**src/rtl/mmrs_pkg.sv**
```systemverilog
// Package for the min-max route split block: sizes, codes and the
// controller/datapath command and status structs. No dependencies.
package mmrs_pkg;

    localparam int MAX_CITIES = 31;
    localparam int MAX_ROUTES = 8;
    localparam int DIST_BITS  = 16;

    localparam int POS_W    = 5;
    localparam int K_W      = 4;
    localparam int R_W      = 3;
    localparam int LEN_W    = 21;
    localparam int DADDR_W  = 2 * POS_W;
    localparam int BADDR_W  = K_W + POS_W;

    localparam logic [1:0] FUNC_LOAD_DIST = 2'd0;
    localparam logic [1:0] FUNC_LOAD_TOUR = 2'd1;
    localparam logic [1:0] FUNC_RUN       = 2'd2;
    localparam logic [1:0] FUNC_NOP       = 2'd3;

    // Precompute phases: depot->city, city->depot, previous city->city
    localparam logic [1:0] PH_OUT  = 2'd0;
    localparam logic [1:0] PH_IN   = 2'd1;
    localparam logic [1:0] PH_EDGE = 2'd2;

    typedef struct packed {
        logic             load_dist;
        logic             load_tour;
        logic             pre_rd;
        logic [1:0]       ph;
        logic [POS_W-1:0] x;
        logic             dp_init;
        logic             dp_cmp;
        logic             dp_use;
        logic             dp_first;
        logic             dp_wr;
        logic             cap_max;
        logic             tb_rd;
        logic [POS_W-1:0] i;
        logic [POS_W-1:0] j;
        logic [K_W-1:0]   k;
        logic             emit;
        logic             emit_inf;
        logic             emit_last;
        logic [R_W-1:0]   r;
        logic [POS_W-1:0] p;
    } cmd_t;

    typedef struct packed {
        logic             out_free;
        logic [POS_W-1:0] cut;
    } stat_t;

endpackage

```
**src/rtl/mmrs_ctrl.sv**
```systemverilog
// Controller: configuration registers, run sequencer and loop counters.
// Drives mmrs_datapath through cmd_t; uses mmrs_pkg.
module mmrs_ctrl (
    input  logic                clk,
    input  logic                rst_n,
    input  logic                cfg_we,
    input  logic                cfg_index,
    input  logic [4:0]          cfg_wdata,
    input  logic                in_valid,
    output logic                in_ready,
    input  logic [1:0]          in_func,
    input  mmrs_pkg::stat_t     stat,
    output mmrs_pkg::cmd_t      cmd
);
    import mmrs_pkg::*;

    localparam logic [3:0] S_IDLE  = 4'd0;
    localparam logic [3:0] S_PRE   = 4'd1;
    localparam logic [3:0] S_PREW  = 4'd2;
    localparam logic [3:0] S_DPI   = 4'd3;
    localparam logic [3:0] S_DPRD  = 4'd4;
    localparam logic [3:0] S_DPCMP = 4'd5;
    localparam logic [3:0] S_DPWR  = 4'd6;
    localparam logic [3:0] S_TBRD  = 4'd7;
    localparam logic [3:0] S_TBCAP = 4'd8;
    localparam logic [3:0] S_EMIT  = 4'd9;
    localparam logic [3:0] S_INF   = 4'd10;

    localparam logic CFG_ROUTES = 1'b0;

    logic [3:0]       state_reg, state_next;
    logic [K_W-1:0]   kcfg_reg;
    logic [POS_W-1:0] ncfg_reg;
    logic [POS_W-1:0] x_reg, x_next;
    logic [1:0]       ph_reg, ph_next;
    logic [POS_W-1:0] i_reg, i_next;
    logic [POS_W-1:0] j_reg, j_next;
    logic [K_W-1:0]   k_reg, k_next;
    logic [R_W-1:0]   r_reg, r_next;
    logic [POS_W-1:0] p_reg, p_next;
    logic [POS_W-1:0] start_reg [0:MAX_ROUTES-1];
    logic             accept;
    logic             first_lvl;
    logic [POS_W-1:0] j_lo;
    logic             is_last;
    logic [POS_W-1:0] bound;
    logic [K_W-1:0]   r_inc;
    logic             infeas;

    assign accept    = in_valid && in_ready;
    assign in_ready  = (state_reg == S_IDLE);
    assign first_lvl = (k_reg == K_W'(1));
    assign j_lo      = first_lvl ? '0 : POS_W'(k_reg - K_W'(1));
    assign is_last   = (p_reg == ncfg_reg - POS_W'(1));
    assign r_inc     = K_W'(r_reg) + K_W'(1);
    assign bound     = (r_inc == kcfg_reg) ? ncfg_reg : start_reg[R_W'(r_inc)];
    assign infeas    = (kcfg_reg == '0) || (32'(kcfg_reg) > MAX_ROUTES)
                       || (POS_W'(kcfg_reg) > ncfg_reg);

    // Configuration registers
    always_ff @(posedge clk or negedge rst_n)
    begin
        if (!rst_n)
        begin
            kcfg_reg <= K_W'(1);
            ncfg_reg <= POS_W'(1);
        end
        else if (cfg_we)
        begin
            if (cfg_index == CFG_ROUTES)
            begin
                kcfg_reg <= cfg_wdata[K_W-1:0];
            end
            else
            begin
                ncfg_reg <= cfg_wdata;
            end
        end
    end

    // Sequencer next state
    always_comb
    begin
        state_next = state_reg;
        x_next     = x_reg;
        ph_next    = ph_reg;
        i_next     = i_reg;
        j_next     = j_reg;
        k_next     = k_reg;
        r_next     = r_reg;
        p_next     = p_reg;
        case (state_reg)
            S_IDLE:
            begin
                if (accept && (in_func == FUNC_RUN))
                begin
                    x_next     = '0;
                    ph_next    = PH_OUT;
                    state_next = infeas ? S_INF : S_PRE;
                end
            end
            S_PRE:
            begin
                if (ph_reg == PH_EDGE)
                begin
                    ph_next = PH_OUT;
                    x_next  = x_reg + POS_W'(1);
                    if (x_reg == ncfg_reg - POS_W'(1))
                    begin
                        state_next = S_PREW;
                    end
                end
                else
                begin
                    ph_next = ph_reg + 2'd1;
                end
            end
            S_PREW:
            begin
                k_next     = K_W'(1);
                i_next     = POS_W'(1);
                state_next = S_DPI;
            end
            S_DPI:
            begin
                j_next     = i_reg - POS_W'(1);
                state_next = S_DPRD;
            end
            S_DPRD:
            begin
                state_next = S_DPCMP;
            end
            S_DPCMP:
            begin
                if (j_reg == j_lo)
                begin
                    state_next = S_DPWR;
                end
                else
                begin
                    j_next     = j_reg - POS_W'(1);
                    state_next = S_DPRD;
                end
            end
            S_DPWR:
            begin
                if (i_reg == ncfg_reg)
                begin
                    if (k_reg == kcfg_reg)
                    begin
                        state_next = S_TBRD;
                    end
                    else
                    begin
                        k_next     = k_reg + K_W'(1);
                        i_next     = POS_W'(k_reg + K_W'(1));
                        state_next = S_DPI;
                    end
                end
                else
                begin
                    i_next     = i_reg + POS_W'(1);
                    state_next = S_DPI;
                end
            end
            S_TBRD:
            begin
                state_next = S_TBCAP;
            end
            S_TBCAP:
            begin
                i_next = stat.cut;
                if (first_lvl)
                begin
                    r_next     = '0;
                    p_next     = '0;
                    state_next = S_EMIT;
                end
                else
                begin
                    k_next     = k_reg - K_W'(1);
                    state_next = S_TBRD;
                end
            end
            S_EMIT:
            begin
                if (stat.out_free)
                begin
                    if (is_last)
                    begin
                        state_next = S_IDLE;
                    end
                    else
                    begin
                        p_next = p_reg + POS_W'(1);
                        if (p_reg + POS_W'(1) == bound)
                        begin
                            r_next = r_reg + R_W'(1);
                        end
                    end
                end
            end
            S_INF:
            begin
                if (stat.out_free)
                begin
                    state_next = S_IDLE;
                end
            end
            default:
            begin
                state_next = S_IDLE;
            end
        endcase
    end

    // Hold state and counters
    always_ff @(posedge clk or negedge rst_n)
    begin
        if (!rst_n)
        begin
            state_reg <= S_IDLE;
            x_reg     <= '0;
            ph_reg    <= PH_OUT;
            i_reg     <= '0;
            j_reg     <= '0;
            k_reg     <= '0;
            r_reg     <= '0;
            p_reg     <= '0;
        end
        else
        begin
            state_reg <= state_next;
            x_reg     <= x_next;
            ph_reg    <= ph_next;
            i_reg     <= i_next;
            j_reg     <= j_next;
            k_reg     <= k_next;
            r_reg     <= r_next;
            p_reg     <= p_next;
        end
    end

    // Route start positions from the traceback
    always_ff @(posedge clk)
    begin
        if (state_reg == S_TBCAP)
        begin
            start_reg[R_W'(k_reg - K_W'(1))] <= stat.cut;
        end
    end

    // Commands to the datapath
    always_comb
    begin
        cmd           = '0;
        cmd.load_dist = accept && (in_func == FUNC_LOAD_DIST);
        cmd.load_tour = accept && (in_func == FUNC_LOAD_TOUR);
        cmd.pre_rd    = (state_reg == S_PRE);
        cmd.ph        = ph_reg;
        cmd.x         = x_reg;
        cmd.dp_init   = (state_reg == S_DPI);
        cmd.dp_cmp    = (state_reg == S_DPCMP);
        cmd.dp_use    = !first_lvl || (j_reg == '0);
        cmd.dp_first  = first_lvl;
        cmd.dp_wr     = (state_reg == S_DPWR);
        cmd.cap_max   = (i_reg == ncfg_reg);
        cmd.tb_rd     = (state_reg == S_TBRD);
        cmd.i         = i_reg;
        cmd.j         = j_reg;
        cmd.k         = k_reg;
        cmd.emit      = (state_reg == S_EMIT) && stat.out_free;
        cmd.emit_inf  = (state_reg == S_INF) && stat.out_free;
        cmd.emit_last = is_last;
        cmd.r         = r_reg;
        cmd.p         = p_reg;
    end

endmodule

```
**config.mk**
```make
export PLATFORM = sky130hd
export DESIGN_NAME = mmrs_ctrl
export DESIGN_NICKNAME = d
export VERILOG_FILES = /design/src/rtl/mmrs_pkg.sv /design/src/rtl/mmrs_ctrl.sv
export SDC_FILE = /design/constraint.sdc
export NUM_CORES = 1
export LEC_CHECK = 0
export BUFFER_PORTS_ARGS = -buffer_cell sky130_fd_sc_hd__buf_4
export CORE_MARGIN = 2
export CORE_UTILIZATION = 58
export DETAILED_ROUTE_END_ITERATION = 10
export GPL_TIMING_DRIVEN = 0
export PLACE_DENSITY = 0.8
export SETUP_SLACK_MARGIN = 0.02
export SLEW_MARGIN = 20
export SYNTH_ARGS = -nofsm -noshare
export SYNTH_HDL_FRONTEND = slang
export SYNTH_SLANG_ARGS = --single-unit
```
**constraint.sdc**
```tcl
create_clock -name clk -period 8.39 [get_ports clk]
set_input_delay 0 -clock clk [delete_from_list [all_inputs] [get_ports clk]]
set_output_delay 0 -clock clk [all_outputs]
set_load 0.05 [all_outputs]
```
==> impl_metrics.json <==
{
  "grt_overflow": 0,
  "tritoncts": "yes",
  "clk_pin_slew_ps": 100,
  "pre_cts_ws_ps": 5200,
  "tns_ps": 0,
  "fin_worst_skew_ps": 8.10,
  "syn_area_per_cell_um2": 10.3,
  "grt_pass1_wl_um": 20200,
  "grt_pass1_vias": 4139,
  "synthArstFlopShare": 0.512,
  "maxCapViolations": 0,
  "synth_nets": 523,
  "r2r-start": "k_reg[0]$_DFFE_PN0P_",
  "synth_top_area_cell": "edfxtp_1",
  "core-area_um2": 8590,
  "ys.flop_type": "edfxtp_1",
  "cts.path.max_buffers": 2,
  "finalCritPeriodShare": 0.393,
  "ff_latch_area_um2": 2250,
  "arrival_ps": 3570,
  "use_met2": 0.429,
  "tightest_slew_ps": 1010,
  "avgViaCountPerCell": 6.21,
  "use_met1": 0.362,
  "synthDistinctLibCells": 72,
  "drive_above_1_share": 0.216,
  "cts_made_buffers": 9,
  "max-slew-margin-rel": 0.323,
  "area_delta_synth_final_pct": 18.4,
  "synth_enable_flop_cells": 40,
  "slew_violations": 0,
  "fin_util": 0.697,
  "globalRoute.busiestLayer": "met2",
  "largest_register_ffs": 40,
  "p_seq_frac": 0.267,
  "drt-initial-drc-count": 291,
  "reg2reg_to": "j_reg[3]$_DFFE_PN0P_",
  "insertedDiodeCount": 0,
  "clockPowerShare": 0.140,
  "num_vias": 4272,
  "initial_core_util": 0.589,
  "clock_sinks": 82,
  "hold_class": "input pin to flop",
  "htreeDepth": 3,
  "path_cells": "clkbuf_1 -> inv_1 -> ha_1 -> clkbuf_1 -> xor2_1 -> a21oi_1 -> nor4b_4 -> nor2_1 -> a22o_1 -> a221oi_1",
  "switching_share": 0.498,
  "netlist.area_leader.share": 0.237,
  "crit_path_top_delay_cell": "xor2_1",
  "clockRootBuffer": "clkbuf_8",
  "outcome": "complete, no violations",
  "ios": 61,
  "grt_setup_unrepaired": "no",
  "worstPathRequired_ps": 8660,
  "ys_seq_elements": 82,
  "grt_util_met3": 0.0374,
  "holdPathStages": 3,
  "fmax_mhz": 304,
  "synth.area.top_cells": "edfxtp_1, dfrtp_1, xnor2_1",
  "layout.nets": 606,
  "dr.pass1.iters": 8,
  "dp_hpwl_um": 8800,
  "wl_um": 12100,
  "path_common_cell": "clkbuf_1",
  "p_total_uw": 2250,
  "clkLatencyLatePin_ps": 370,
  "drc": 0,
  "leakage_uw": 0.00242,
  "ff2ff_setup_slack_ps": 5100,
  "yosysWarnings": 0,
  "ff2ff_path_depth": 10,
  "p_int_uw": 1130,
  "min-delay-start": "cfg_index",
  "crit_type": "flop to flop",
  "synthCells": 492,
  "combinationalPowerShare": 0.594,
  "antenna_found_initial": 0,
  "hold_viol_final": 0,
  "grt_max_degree": 43,
  "rows": 34,
  "p_sw_uw": 1120,
  "portBuffers": 60,
  "dieArea_um2": 9480,
  "setup-violations-final": 0,
  "worst_slack_ps": 5100,
  "peakVddDrop_uv": 274,
  "grt_usage": 0.264,
  "slowest_delay_ps": 460,
  "worstPathMaxFanout": 10,
  "synth_area_um2": 5060,
  "multi_input_area_um2": 2590,
  "fillers": 648,
  "ant_nets": 0,
  "p_per_area_nw_per_um2": 377,
  "period_minus_slack_ps": 3290,
  "start_kind": "flop",
  "cp-end-kind": "flop",
  "routedWlPerCell_um": 17.6,
  "die_w_um": 97.4,
  "gp_congestion": 0.883,
  "synthMostInstantiatedCell": "nand2_1",
  "ys_top_cells_by_count": "nand2_1, dfrtp_1, edfxtp_1, o21ai_0, nor3_1",
  "min_to": "kcfg_reg[0]$_DFFE_PN1P_",
  "die_h_um": 97.4,
  "post_cts_buffers": 0,
  "seq_area_frac_synth": 0.446
}
==> area by class of cell <==
| class | count | area share |
|---|---|---|
| clock inverter | 7 | 0.0146 |
| timing repair buffer | 72 | 0.0953 |
| tap | 108 | 0.0226 |
| buffer | 31 | 0.0242 |
| inverter | 22 | 0.0138 |
| clock buffer | 9 | 0.0207 |
| sequential | 82 | 0.377 |
| multi-input combinational | 357 | 0.432 |
==> worst max-delay path by stage <==
stage,startpoint,slack [ps],depth (start not counted),endpoint
after floorplan,k_reg[0]$_DFFE_PN0P_,5400,10,j_reg[3]$_DFFE_PN0P_
after global placement,k_reg[0]$_DFFE_PN0P_,5300,10,j_reg[3]$_DFFE_PN0P_
after detailed placement,k_reg[0]$_DFFE_PN0P_,5200,10,j_reg[3]$_DFFE_PN0P_
after CTS,k_reg[0]$_DFFE_PN0P_,5190,10,j_reg[3]$_DFFE_PN0P_
after global routing,k_reg[0]$_DFFE_PN0P_,4770,10,j_reg[3]$_DFFE_PN0P_
final,k_reg[0]$_DFFE_PN0P_,5100,10,j_reg[3]$_DFFE_PN0P_
==> worst max-delay path, delay by kind of cell, from the launching register on <==
| family | cells | cell delay, ps |
|---|---|---|
| AOI/OAI and AO/OA | 3 | 660 |
| xor gates and xnor gates | 1 | 460 |
| and+or+nand+nor | 2 | 520 |
| adders and majority gates | 1 | 250 |
| DFF | 1 | 450 |
| buffers and inverters | 3 | 880 |
==> metrics by stage <==
stage                     hold WS (ps)  instances  instance area, µm²
after floorplan                   -296        492                5060
after global placement            22.7        660                5640
after detailed placement          28.4        660                5650
after CTS                         57.3        688                5980
after global routing               110        688                5990
final                             57.4        688                5990
==> layout by cell type, fill, tap and decap left out, drive strengths merged, types with 8 or more instances in the layout <==
cell type / instances
clkbuf: 29
o21ai: 42
buf: 71
edfxtp: 40
ha: 13
inv: 28
nor2b: 10
nor2: 22
xnor2: 22
xor2: 16
nand3: 15
and3: 8
a21oi: 17
nand2: 44
dfrtp: 40
mux2: 12
nor3: 23
nand2b: 10
mux4: 8
dlygate4sd3: 12
==> cell families after synthesis <==
logic type	after synthesis	share of synthesized area
XOR/XNOR	39	0.0757
AND/OR/NAND/NOR	171	0.184
flip-flops	82	0.446
buffers and inverters	53	0.0450
multiplexers	26	0.0757
AO/OA/AOI/OAI	108	0.142
adder cells (fa/ha/maj)	13	0.0322
==> power by group through the flow <==
| stage | sequential [µW] | clock, µW | combinational [µW] |
|---|---|---|---|
| 2_1_floorplan | 775 | 0 | 820 |
| 3_3_place_gp | 606 | 0 | 1290 |
| 3_5_place_dp | 609 | 0 | 1320 |
| 4_1_cts | 600 | 316 | 1330 |
| 5_1_grt | 614 | 329 | 1450 |
| 6_report | 601 | 315 | 1340 |
==> layer usage <==
layer,part of all wire,vias to the layer above
li1,-,1968
met1,0.42,2060
met2,0.49,221
met3,0.076,23
met4,0.019,0
met5,0,-
==> timing repair <==
action	4_1_cts	5_1_grt
resized for setup	0	0
hold buffers	12	0
endpoints found under the hold margin	92	0
(Power assumes the default switching activity.)
